## src/kwtl_pkg.sv

```systemverilog
package kwtl_pkg;

  // Token kind codes
  typedef logic [4:0] kind_t;

  localparam kind_t KIND_NUMBER  = 5'd0;
  localparam kind_t KIND_IDENT   = 5'd1;
  localparam kind_t KIND_LET     = 5'd2;
  localparam kind_t KIND_FN      = 5'd3;
  localparam kind_t KIND_RETURN  = 5'd4;
  localparam kind_t KIND_IF      = 5'd5;
  localparam kind_t KIND_ELSE    = 5'd6;
  localparam kind_t KIND_WHILE   = 5'd7;
  localparam kind_t KIND_PLUS    = 5'd8;
  localparam kind_t KIND_MINUS   = 5'd9;
  localparam kind_t KIND_STAR    = 5'd10;
  localparam kind_t KIND_SLASH   = 5'd11;
  localparam kind_t KIND_ASSIGN  = 5'd12;
  localparam kind_t KIND_LPAREN  = 5'd13;
  localparam kind_t KIND_RPAREN  = 5'd14;
  localparam kind_t KIND_LBRACE  = 5'd15;
  localparam kind_t KIND_RBRACE  = 5'd16;
  localparam kind_t KIND_COMMA   = 5'd17;
  localparam kind_t KIND_SEMI    = 5'd18;
  localparam kind_t KIND_INVALID = 5'd19;
  localparam kind_t KIND_END     = 5'd20;

  // Scanner mode
  typedef enum logic [1:0] {
    MODE_IDLE   = 2'd0,
    MODE_NUMBER = 2'd1,
    MODE_IDENT  = 2'd2
  } mode_t;

  // One token as it leaves the block
  typedef struct packed {
    kind_t       kind;
    logic [15:0] start;
    logic [15:0] len;
    logic [7:0]  bad;
  } token_t;

  // All tokens caused by one byte, packed to the low slots
  typedef struct packed {
    logic [1:0]       cnt;
    token_t [2:0]     tok;
  } bundle_t;

  localparam int QUEUE_DEPTH = 4;
  localparam int QPTR_W      = $clog2(QUEUE_DEPTH);

  localparam logic [7:0] CHAR_NUL   = 8'h00;
  localparam logic [7:0] CHAR_UNDER = 8'h5F;

endpackage

```

## src/kwtl_front.sv

```systemverilog
module kwtl_front
  import kwtl_pkg::*;
#(
  parameter int POSITION_BITS   = 16,
  parameter int KEYWORD_MAX_LEN = 6
) (
  input  logic       clk,
  input  logic       rst_n,
  input  logic       in_valid,
  output logic       in_ready,
  input  logic [7:0] in_char_byte,
  input  logic       in_end_of_source,
  input  logic       q_ready,
  output logic       q_push,
  output bundle_t    q_data
);

  localparam int KIDX_W = $clog2(KEYWORD_MAX_LEN);
  localparam logic [POSITION_BITS-1:0] POS_MAX = {POSITION_BITS{1'b1}};

  // low 16 bits of a position, zero-extended when positions are narrower
  function automatic logic [15:0] pos16(input logic [POSITION_BITS-1:0] p);
    logic [POSITION_BITS+15:0] e;
    e = {16'd0, p};
    return e[15:0];
  endfunction

  // keyword match on the first six buffered bytes
  function automatic kind_t kw_kind(input logic [5:0][7:0] b, input logic [15:0] len);
    kind_t k;
    k = KIND_IDENT;
    if (len == 16'd3 && {b[0], b[1], b[2]} == "let") k = KIND_LET;
    if (len == 16'd2 && {b[0], b[1]} == "fn") k = KIND_FN;
    if (len == 16'd6 && {b[0], b[1], b[2], b[3], b[4], b[5]} == "return") k = KIND_RETURN;
    if (len == 16'd2 && {b[0], b[1]} == "if") k = KIND_IF;
    if (len == 16'd4 && {b[0], b[1], b[2], b[3]} == "else") k = KIND_ELSE;
    if (len == 16'd5 && {b[0], b[1], b[2], b[3], b[4]} == "while") k = KIND_WHILE;
    return k;
  endfunction

  // single-character operators, anything else is invalid
  function automatic kind_t op_kind(input logic [7:0] c);
    kind_t k;
    unique case (c)
      "+":     k = KIND_PLUS;
      "-":     k = KIND_MINUS;
      "*":     k = KIND_STAR;
      "/":     k = KIND_SLASH;
      "=":     k = KIND_ASSIGN;
      "(":     k = KIND_LPAREN;
      ")":     k = KIND_RPAREN;
      "{":     k = KIND_LBRACE;
      "}":     k = KIND_RBRACE;
      ",":     k = KIND_COMMA;
      ";":     k = KIND_SEMI;
      default: k = KIND_INVALID;
    endcase
    return k;
  endfunction

  mode_t                     mode_r, mode_nxt;
  logic [POSITION_BITS-1:0]  pos_r, pos_nxt, pos_inc;
  logic [POSITION_BITS-1:0]  start_r, start_nxt;
  logic [15:0]               len_r, len_nxt;
  logic                      ended_r, ended_nxt;
  logic [7:0]                kbuf_r [KEYWORD_MAX_LEN];

  logic                      accept;
  logic [7:0]                c;
  logic                      is_dig, is_alpha, is_sp, is_id, cont;
  logic                      kw_we;
  logic [KIDX_W-1:0]         kw_idx;
  logic [5:0][7:0]           view_cur, view_nxt;
  logic                      va, vb, vc;
  token_t                    tok_a, tok_b, tok_c;
  mode_t                     close_mode;

  assign accept   = in_valid && in_ready;
  assign in_ready = q_ready;
  assign c        = in_char_byte;

  // character classes
  assign is_dig   = (c >= "0") && (c <= "9");
  assign is_alpha = ((c >= "a") && (c <= "z")) || ((c >= "A") && (c <= "Z"));
  assign is_sp    = (c == " ") || ((c >= 8'd9) && (c <= 8'd13));
  assign is_id    = is_alpha || is_dig || (c == CHAR_UNDER);
  assign cont     = ((mode_r == MODE_NUMBER) && is_dig) || ((mode_r == MODE_IDENT) && is_id);

  // keyword buffer as it is now and as it will be after this byte
  always_comb begin
    for (int i = 0; i < 6; i++) begin
      view_cur[i] = kbuf_r[i];
      view_nxt[i] = (kw_we && (kw_idx == KIDX_W'(i))) ? c : kbuf_r[i];
    end
  end

  // classify the byte, update scan state, collect tokens
  always_comb begin
    mode_nxt   = mode_r;
    start_nxt  = start_r;
    len_nxt    = len_r;
    ended_nxt  = ended_r;
    pos_nxt    = pos_r;
    pos_inc    = pos_r;
    kw_we      = 1'b0;
    kw_idx     = len_r[KIDX_W-1:0];
    va         = 1'b0;
    vb         = 1'b0;
    vc         = 1'b0;
    tok_a      = '0;
    tok_b      = '0;
    tok_c      = '0;
    close_mode = MODE_IDLE;

    if (!ended_r) begin
      if (cont) begin
        kw_we   = (len_r < 16'(KEYWORD_MAX_LEN));
        len_nxt = (len_r == 16'hFFFF) ? len_r : len_r + 16'd1;
      end else begin
        // close the pending token first
        va          = (mode_r != MODE_IDLE);
        tok_a.kind  = (mode_r == MODE_NUMBER) ? KIND_NUMBER : kw_kind(view_cur, len_r);
        tok_a.start = pos16(start_r);
        tok_a.len   = len_r;
        mode_nxt    = MODE_IDLE;
        if (c == CHAR_NUL) begin
          vb          = 1'b1;
          tok_b.kind  = KIND_END;
          tok_b.start = pos16(pos_r);
          ended_nxt   = 1'b1;
        end else if (is_sp) begin
          mode_nxt = MODE_IDLE;
        end else if (is_dig || is_alpha || (c == CHAR_UNDER)) begin
          mode_nxt  = is_dig ? MODE_NUMBER : MODE_IDENT;
          start_nxt = pos_r;
          len_nxt   = 16'd1;
          kw_we     = 1'b1;
          kw_idx    = '0;
        end else begin
          vb          = 1'b1;
          tok_b.kind  = op_kind(c);
          tok_b.start = pos16(pos_r);
          tok_b.len   = 16'd1;
          tok_b.bad   = (op_kind(c) == KIND_INVALID) ? c : 8'd0;
        end
      end
      pos_inc = (!ended_nxt && (pos_r != POS_MAX)) ? pos_r + 1'b1 : pos_r;
      pos_nxt = pos_inc;

      // marked last byte: close whatever is open, then the end token;
      // an operator or invalid token in slot b leaves nothing open
      if (in_end_of_source && !ended_nxt) begin
        close_mode = mode_nxt;
        if (close_mode != MODE_IDLE) begin
          vb          = 1'b1;
          tok_b.kind  = (close_mode == MODE_NUMBER) ? KIND_NUMBER : kw_kind(view_nxt, len_nxt);
          tok_b.start = pos16(start_nxt);
          tok_b.len   = len_nxt;
          tok_b.bad   = 8'd0;
        end
        vc          = 1'b1;
        tok_c.kind  = KIND_END;
        tok_c.start = pos16(pos_inc);
      end
    end

    // a new source starts after the marked last byte
    if (in_end_of_source) begin
      mode_nxt  = MODE_IDLE;
      pos_nxt   = '0;
      start_nxt = '0;
      len_nxt   = 16'd0;
      ended_nxt = 1'b0;
    end
  end

  // pack valid tokens to the low slots
  always_comb begin
    q_data.cnt    = 2'({1'b0, va} + {1'b0, vb} + {1'b0, vc});
    q_data.tok[0] = va ? tok_a : (vb ? tok_b : tok_c);
    q_data.tok[1] = va ? (vb ? tok_b : tok_c) : tok_c;
    q_data.tok[2] = tok_c;
  end

  assign q_push = accept && (q_data.cnt != 2'd0);

  // scan state
  always_ff @(posedge clk) begin
    if (!rst_n) begin
      mode_r  <= MODE_IDLE;
      pos_r   <= '0;
      start_r <= '0;
      len_r   <= 16'd0;
      ended_r <= 1'b0;
    end else if (accept) begin
      mode_r  <= mode_nxt;
      pos_r   <= pos_nxt;
      start_r <= start_nxt;
      len_r   <= len_nxt;
      ended_r <= ended_nxt;
    end
  end

  // keyword buffer, no reset
  always_ff @(posedge clk) begin
    if (accept && kw_we) begin
      kbuf_r[kw_idx] <= c;
    end
  end

endmodule

```

## src/kwtl_queue.sv

```systemverilog
module kwtl_queue
  import kwtl_pkg::*;
(
  input  logic    clk,
  input  logic    rst_n,
  input  logic    push,
  input  bundle_t push_data,
  output logic    push_ready,
  input  logic    pop,
  output logic    head_valid,
  output bundle_t head
);

  bundle_t             mem_r [QUEUE_DEPTH];
  logic [QPTR_W-1:0]   wr_ptr_r, rd_ptr_r;
  logic [QPTR_W:0]     count_r, count_nxt;

  assign push_ready = (count_r != (QPTR_W + 1)'(QUEUE_DEPTH));
  assign head_valid = (count_r != '0);
  assign head       = mem_r[rd_ptr_r];

  always_comb begin
    count_nxt = count_r;
    if (push && !pop) count_nxt = count_r + 1'b1;
    if (pop && !push) count_nxt = count_r - 1'b1;
  end

  // pointers and fill level
  always_ff @(posedge clk) begin
    if (!rst_n) begin
      wr_ptr_r <= '0;
      rd_ptr_r <= '0;
      count_r  <= '0;
    end else begin
      if (push) wr_ptr_r <= wr_ptr_r + 1'b1;
      if (pop)  rd_ptr_r <= rd_ptr_r + 1'b1;
      count_r <= count_nxt;
    end
  end

  // storage
  always_ff @(posedge clk) begin
    if (push) begin
      mem_r[wr_ptr_r] <= push_data;
    end
  end

  a_no_overflow: assert property (@(posedge clk) disable iff (!rst_n)
    !(push && !push_ready))
    else $error("queue pushed while full");

  a_no_underflow: assert property (@(posedge clk) disable iff (!rst_n)
    !(pop && !head_valid))
    else $error("queue popped while empty");

  a_count_track: assert property (@(posedge clk) disable iff (!rst_n)
    (push && !pop) |=> (count_r == $past(count_r) + 1'b1))
    else $error("queue count did not follow push");

endmodule

```

## src/kwtl_back.sv

```systemverilog
module kwtl_back
  import kwtl_pkg::*;
(
  input  logic        clk,
  input  logic        rst_n,
  input  logic        head_valid,
  input  bundle_t     head,
  output logic        pop,
  output logic        out_valid,
  input  logic        out_ready,
  output logic [4:0]  out_token_kind,
  output logic [15:0] out_start_pos,
  output logic [15:0] out_token_length,
  output logic [7:0]  out_bad_char,
  output logic        out_last_of_run
);

  logic [1:0] idx_r, idx_nxt;
  logic       out_valid_r, out_valid_nxt;
  token_t     out_tok_r;
  logic       out_last_r;
  token_t     sel_tok;
  logic       load, sel_last;

  // pick the next token of the head bundle
  always_comb begin
    unique case (idx_r)
      2'd0:    sel_tok = head.tok[0];
      2'd1:    sel_tok = head.tok[1];
      default: sel_tok = head.tok[2];
    endcase
  end

  assign sel_last = (idx_r == head.cnt - 2'd1);
  assign load     = head_valid && (!out_valid_r || out_ready);
  assign pop      = load && sel_last;

  always_comb begin
    idx_nxt       = idx_r;
    out_valid_nxt = out_valid_r && !out_ready;
    if (load) begin
      out_valid_nxt = 1'b1;
      idx_nxt       = sel_last ? 2'd0 : idx_r + 2'd1;
    end
  end

  // control
  always_ff @(posedge clk) begin
    if (!rst_n) begin
      idx_r       <= 2'd0;
      out_valid_r <= 1'b0;
    end else begin
      idx_r       <= idx_nxt;
      out_valid_r <= out_valid_nxt;
    end
  end

  // output register
  always_ff @(posedge clk) begin
    if (load) begin
      out_tok_r  <= sel_tok;
      out_last_r <= sel_last;
    end
  end

  assign out_valid        = out_valid_r;
  assign out_token_kind   = out_tok_r.kind;
  assign out_start_pos    = out_tok_r.start;
  assign out_token_length = out_tok_r.len;
  assign out_bad_char     = out_tok_r.bad;
  assign out_last_of_run  = out_last_r;

  a_idx_in_bundle: assert property (@(posedge clk) disable iff (!rst_n)
    head_valid |-> (idx_r < head.cnt))
    else $error("token index past end of bundle");

endmodule

```

## src/keyword_token_lexer.sv

```systemverilog
// Byte-serial lexer: source text in, one token per output item.
// Input channel (in_valid/in_ready): one source byte per item plus a flag
// marking the final byte. A zero byte also ends the source; bytes after it
// are dropped until the marked final byte, after which positions restart.
// Output channel (out_valid/out_ready): token kind, start position, length
// (saturating), offending byte for invalid tokens, and a flag on the last
// token caused by one input byte.
// The first token caused by a byte passes through the queue write and then
// the output register before it is presented.
// Throughput: one byte per cycle while each byte causes at most one token
// and out_ready stays high. A byte that closes a token and makes another,
// or ends the source, causes up to three tokens, presented in turn; a
// four-entry queue between the classifier and the output stage absorbs such
// bursts. When the receiver stalls the queue fills and in_ready drops once
// it holds four bytes' worth of tokens.
// Reset (rst_n low, synchronous) empties the queue, drops any pending token
// and restarts positions at zero.
module keyword_token_lexer
  import kwtl_pkg::*;
#(
  parameter int POSITION_BITS   = 16,
  parameter int KEYWORD_MAX_LEN = 6
) (
  input  logic        clk,
  input  logic        rst_n,
  input  logic        in_valid,
  output logic        in_ready,
  input  logic [7:0]  in_char_byte,
  input  logic        in_end_of_source,
  output logic        out_valid,
  input  logic        out_ready,
  output logic [4:0]  out_token_kind,
  output logic [15:0] out_start_pos,
  output logic [15:0] out_token_length,
  output logic [7:0]  out_bad_char,
  output logic        out_last_of_run
);

  logic    q_push, q_ready, q_pop, q_head_valid;
  bundle_t q_data, q_head;

  kwtl_front #(
    .POSITION_BITS   (POSITION_BITS),
    .KEYWORD_MAX_LEN (KEYWORD_MAX_LEN)
  ) u_front (
    .clk              (clk),
    .rst_n            (rst_n),
    .in_valid         (in_valid),
    .in_ready         (in_ready),
    .in_char_byte     (in_char_byte),
    .in_end_of_source (in_end_of_source),
    .q_ready          (q_ready),
    .q_push           (q_push),
    .q_data           (q_data)
  );

  kwtl_queue u_queue (
    .clk        (clk),
    .rst_n      (rst_n),
    .push       (q_push),
    .push_data  (q_data),
    .push_ready (q_ready),
    .pop        (q_pop),
    .head_valid (q_head_valid),
    .head       (q_head)
  );

  kwtl_back u_back (
    .clk              (clk),
    .rst_n            (rst_n),
    .head_valid       (q_head_valid),
    .head             (q_head),
    .pop              (q_pop),
    .out_valid        (out_valid),
    .out_ready        (out_ready),
    .out_token_kind   (out_token_kind),
    .out_start_pos    (out_start_pos),
    .out_token_length (out_token_length),
    .out_bad_char     (out_bad_char),
    .out_last_of_run  (out_last_of_run)
  );

endmodule

```

## config.mk

```make
export PLATFORM = sky130hd
export DESIGN_NAME = keyword_token_lexer
export DESIGN_NICKNAME = d
export VERILOG_FILES = /design/src/kwtl_pkg.sv /design/src/kwtl_front.sv /design/src/kwtl_queue.sv /design/src/kwtl_back.sv /design/src/keyword_token_lexer.sv
export SDC_FILE = /design/constraint.sdc
export NUM_CORES = 1
export LEC_CHECK = 0
export BUFFER_PORTS_ARGS = -buffer_cell sky130_fd_sc_hd__buf_2
export CORE_MARGIN = 2
export CORE_UTILIZATION = 53
export DETAILED_ROUTE_END_ITERATION = 16
export PLACE_DENSITY_LB_ADDON = 0.1
export SLEW_MARGIN = 30
export SYNTH_ARGS = -nofsm -noshare
export SYNTH_HDL_FRONTEND = slang
export SYNTH_SLANG_ARGS = --single-unit
```

## constraint.sdc

```tcl
create_clock -name clk -period 17.51 [get_ports clk]
set_input_delay 1.751 -clock clk [delete_from_list [all_inputs] [get_ports clk]]
set_output_delay 1.751 -clock clk [all_outputs]
set_load 0.005 [all_outputs]
```

# [After elaboration in Yosys (flattened, before gate mapping)]
# Memories as Yosys holds them, arrays and structs flattened. A register that Yosys moved wholly into a read port is not among the register bits.
# Index checks and enable logic that the tools add are counted.
[word_totals] register_bits=107 ramBits=500 in_bits=13 elab_cells=244 mem_count=2
[op_classes] addsub=10 magnitude_cmp=9 eq_ne=50 n_mux=104 n_reduce_logical=54
[memory_table] memory="u_queue.mem_r" words=4 word_bits=113 read_ports=1 rd_clocked_by_memory_dff=1 wr=1 line="kwtl_queue.sv:14" text="bundle_t mem_r [QUEUE_DEPTH];"
[memory_table] memory="u_front.kbuf_r" words=6 word_bits=8 read_ports=6 rd_clocked_by_memory_dff=0 wr=1 line="kwtl_front.sv:66" text="logic [7:0] kbuf_r [KEYWORD_MAX_LEN];"
[op_table] op="$mux W45" count=9
[op_table] op="$mux W16" count=17
[op_table] op="$eq A16 B3 Y1 const B" count=6
[op_table] op="$eq A48 B47 Y1 const B" count=2
[op_table] op="$pmux W45 S2" count=1
[op_table] op="$eq A40 B39 Y1 const B" count=2
[op_table] op="$eq A8 B6 Y1 const B" count=10
[op_table] op="$mux W37" count=2
[op_table] op="$eq A16 B15 Y1 const B" count=4
[op_table] op="$eq A16 B2 Y1 const B" count=4
[op_table] op="$eq A32 B31 Y1 const B" count=2
[op_table] op="$mux W21" count=3
[op_table] op="$mux W8" count=7
[op_table] op="$pmux W5 S11" count=1
[op_table] op="$mux W3" count=17
[op_table] op="$eq A24 B23 Y1 const B" count=2
[op_table] op="$logic_and A1 B1 Y1" count=34
[op_table] op="$add A16 B1 Y16 const B" count=2
[op_table] op="$mux W2" count=15
[op_table] op="$mux W1" count=26
[op_table] op="$mux W5" count=5
[op_table] op="$eq A8 B7 Y1 const B" count=3
[op_table] op="$mux W24" count=1
[op_table] op="$eq A16 B16 Y1 const B" count=1
[op_table] op="31 further kinds" count=51

# [Logic depth before layout (Yosys ltp)]
[logic_depth] word_depth=27 depth_mapped=19 depth_no_buf=17

# [By module]
# Synthesis repeated with hierarchy kept, for this count alone.
[unflattened] cells_unflattened=1999 area_unflattened_um2=30365.4
[modules_own_cells] mod="kwtl_queue" instances=1 cells_each=761 area_per_inst_um2=20200.6 seq_area_each_um2=16636.0
[modules_own_cells] mod="kwtl_front" instances=1 cells_each=1017 area_per_inst_um2=7827.5 seq_area_each_um2=2462.4
[modules_own_cells] mod="kwtl_back" instances=1 cells_each=221 area_per_inst_um2=2337.2 seq_area_each_um2=1441.4

# [Worst setup path after synthesis]
# OpenSTA, ideal clock, no wires.
[synth_path] path_type="in2reg" start="input in_char_byte[1]" end="memory u_queue.mem_r[0][0] (netlist name) (enable)" setup_time_ps=480 arrival_ps=6935 t_required_ps=17030 slack_ps=10094 cell_stages=13 path_buffers=2 path_cell_list="buf_2 -> nor3_1 -> a22oi_1 -> o22a_1 -> nor4_1 -> a21oi_1 -> nand2_1 -> inv_1 -> clkbuf_1 -> fa_1 -> nor2_1 -> nor2_1 -> and2_1"
[synth_rtl] item="start, declared" line="keyword_token_lexer.sv:28" text="input logic [7:0] in_char_byte,"
[synth_rtl] item="end, declared" line="kwtl_queue.sv:14"

==> out/metrics.csv <==
metric;value;unit
run status;finished clean;
Fillers;3750;
Routed WL;62100;um
Die ar.;50900;um^2
Max Slew Vio Count;0;
synth unique cells;83;
Data required, critical path;17.75;ns
Core Box Area;48700;um^2
NumNets Final;1916;
TritonCTS buffer count;59;
total track usage;25.0;%
Commonest cells post-synth;530 x edfxtp_1, 165 x nand2_1, 109 x mux4_2;
adder-cell share of the synthesized area;0.730;%
Hold Crit Endpoint;u_back.out_valid$_SDFF_PN0_;
setup violators final;0;
Final Skew;0.0156;ns
number of vias per cell;6.07;
CTS resizes;0;
final setup margin;10.64;ns
Crit. End Element;flip-flop;
largest net degree at the start of global routing;63;
TNS Setup;0;ns
post-synthesis cell count;1800;
Yosys warnings;0;
Reg-to-Reg Start;u_front.ended_r$_SDFFE_PN0P_;
PortBufs;60;
worst-path maximum fanout;59;
First-pass DRT Iterations;5;
share of the yosys chip area belonging to registers;66.0;%
post-synth top area share;61.1;%
share of layout cells above drive strength 1;16.9;%
routed vias;15803;
Hold Fails Final Rpt;0;
post-synthesis mux area share;10.2;%
WP buf/inv;4;
EDFF count, synth;530;
top_reg_cell synth;edfxtp_1;
setup bufs post-CTS;0;
Max Clk Rate;145;MHz
DP HPWL;39600;um
CTS sink count;593;
# diodes;0;
R2R Setup Slk;11.99;ns
Power Density;126;nW/um^2
crit-path most repeated cell;nor2_1;
Initial DRC Count;1456;
Rel. slew slack;37.9;%
critical path's slowest cell;buf_4;
slowest stage delay, CP;0.79;ns
Compound-Gate Fraction of Synth Area;8.29;%
row count;81;
pre-CTS setup slack;10.07;ns
post-synthesis simple-gate area fraction;11.7;%
die height;226;um
Tcrit/Tclk final;39.3;%
Synth Area in XOR/XNOR;0.706;%
GPL Wtd Cong;0.930;
remaining global-route overflow;0;
syn_area_per_cell;14.5;um^2
Tot Pwr;0.00368;W
largest family of logic cells by synthesized area;simple AND/OR/NAND/NOR gates;
Initial Util;53.4;%
Max H-tree Level;2;
TritonCTS clock tree;done;
leakage power;9.69;nW
initial antenna violation count;1;
post-route ant nets;0;
r2r endpoint;u_queue.mem_r[3][12]$_DFFE_PP_;
R2R cell count;9;
Worst Max-Slew Pin Slew;0.919;ns
number of synthesized register bits;593;
# DRC;0;
hold crit path type;reg -> reg;
clk root buf;clkbuf_16;
most frequent cell after synthesis;edfxtp_1;
Clk pin slew, worst setup/hold paths;0.06;ns
area delta synth->final;11.9;%
WP data arrival;7.11;ns
IR drop worst, VDD;0.151;mV
IO Pins;61;
Worst-Skew Late Latency;0.62;ns
fraction of registers with async set or reset after synthesis;0;%
synthesized area;26000;um^2
nature of the critical path startpoint;input port;
placed cells;2491;
HP Start;u_back.out_valid$_SDFF_PN0_;
unrepaired setup endpoints after global routing;false;
die width;226;um
number of global-route vias before repair;15515;
largest cells by area after synthesis;edfxtp_1 61%, mux4_2 9.4%, dfxtp_1 4.8%;
wire length of the first global-routing pass;95100;um
WHS Path Cells;2;
Setup Crit Path Kind;in -> reg;
Layout Cells excl Fill;2602;
Avg WL per Cell;23.9;um
Period minus WS final;6.88;ns
clock buffer depth;3;
delay-heaviest family, CP;buffers and inverters;
Hold Buf Count CTS;0;
post-synth top area cell;edfxtp_1;
cell chain of the critical path;buf_2, nor2_1, and3_1, o211a_1, o21a_1, nand2_1, clkinv_1, buf_4, fa_1, nor2_1, nor2_1, and2_4, buf_4;
maxcap violations;0;
## placed cells by master, fill, tap and decap left out, types with 13 or more instances in the layout
master     instances
nor2b_1           58
nor2_1            93
clkinv_1          14
nor4_1            20
o21ai_0           80
edfxtp_1         530
nand2b_1          16
buf_2             59
nand3_1           41
mux2i_1           13
a21oi_1           50
inv_1             22
mux4_2           109
and2_1            24
nand4_1           22
clkbuf_1          13
and3_1            26
nand2_1          164
dfxtp_1           61
conb_1            60
a22o_1            40
nor3_1            43
a22oi_1           62
clkbuf_16         60
buf_4             31
## worst max-delay path by stage
| stage | startpoint | endpoint | slack (ns) | cells past startpoint |
|---|---|---|---|---|
| after detailed placement | in_char_byte[2] | u_queue.mem_r[0][55]$_DFFE_PP_ | 10.07 | 13 |
| after global routing | in_char_byte[2] | u_queue.mem_r[0][10]$_DFFE_PP_ | 10.32 | 13 |
| after CTS | in_char_byte[2] | u_queue.mem_r[0][55]$_DFFE_PP_ | 10.70 | 13 |
| after global placement | in_char_byte[2] | u_queue.mem_r[0][55]$_DFFE_PP_ | 10.12 | 13 |
| after floorplan | in_char_byte[1] | u_queue.mem_r[0][0]$_DFFE_PP_ | 10.09 | 13 |
| final | in_char_byte[2] | u_queue.mem_r[3][12]$_DFFE_PP_ | 10.64 | 13 |
## per-stage QoR
stage / hold slack, ns / instance area (um^2) / utilization (%)
after floorplan: 0.467 / 26300 / -
after CTS: 0.507 / 29100 / 59.7
after detailed placement: 0.497 / 27200 / 55.7
final: 0.506 / 29100 / 59.7
after global placement: 0.492 / 27100 / 55.7
after global routing: 0.571 / 29100 / 59.7
## sequential cells by signal (all words and copies together), names as in the netlist, named ones only
| name | flops |
|---|---|
| u_back.out_token_length | 16 |
| u_front.pos_r | 16 |
| u_queue.mem_r | 436 |
| u_back.out_bad_char | 8 |
| u_front.len_r | 16 |
| u_back.out_token_kind | 5 |
| u_front.mode_r | 2 |
| u_front.kbuf_r | 48 |
| u_front.start_r | 16 |
| u_back.out_last_of_run | 1 |
| u_front.ended_r | 1 |
| u_back.out_valid | 1 |
| u_queue.wr_ptr_r | 2 |
| u_back.idx_r | 2 |
| u_queue.rd_ptr_r | 2 |
| u_queue.count_r | 3 |
| u_back.out_start_pos | 16 |
## power by group
part | internal, W | switching [W] | total [W]
Combinational | 0.000273 | 0.000381 | 0.000654
Sequential | 0.00172 | 0.0000543 | 0.00178
Clock | 0.000723 | 0.000527 | 0.00125
Total | 0.00272 | 0.000962 | 0.00368
## metal layers
layer,GRT usage (%),vias to the layer above,routed length (um)
li1,-,7173,-
met1,37.0,7997,28200
met2,39.3,534,29100
met3,3.89,97,3470
met4,6.09,2,1280
met5,0,-,13
## cell type report
class / count / area (um^2) / share of cell area, %
well taps: 664 / 831 / 2.85
inverters: 24 / 90.1 / 0.309
flip-flops and latches: 593 / 17200 / 59.0
repair buffers: 91 / 556 / 1.91
clock inverters: 36 / 375 / 1.29
clock buffers: 74 / 1560 / 5.37
multi-input cells: 1120 / 8520 / 29.3
## worst register-to-register path: cells and delay by family (launching register included)
family,cells,cell delay (ns)
fa+ha+maj,1,0.66
buf+inv,4,2.12
flops,1,0.73
simple gates,4,1.51
## logic make-up (layout without fill, tap and decap cells)
kind of cell | Yosys count | count (layout)
AOI/OAI and AO/OA | 320 | 320
and+or+nand+nor | 576 | 576
muxes | 129 | 129
xor gates and xnor gates | 21 | 21
buffers and inverters | 146 | 225
adders and majority gates | 14 | 14
other | 1 | 60
DFF | 593 | 593
Note: power is estimated with default switching activity, not from simulation.
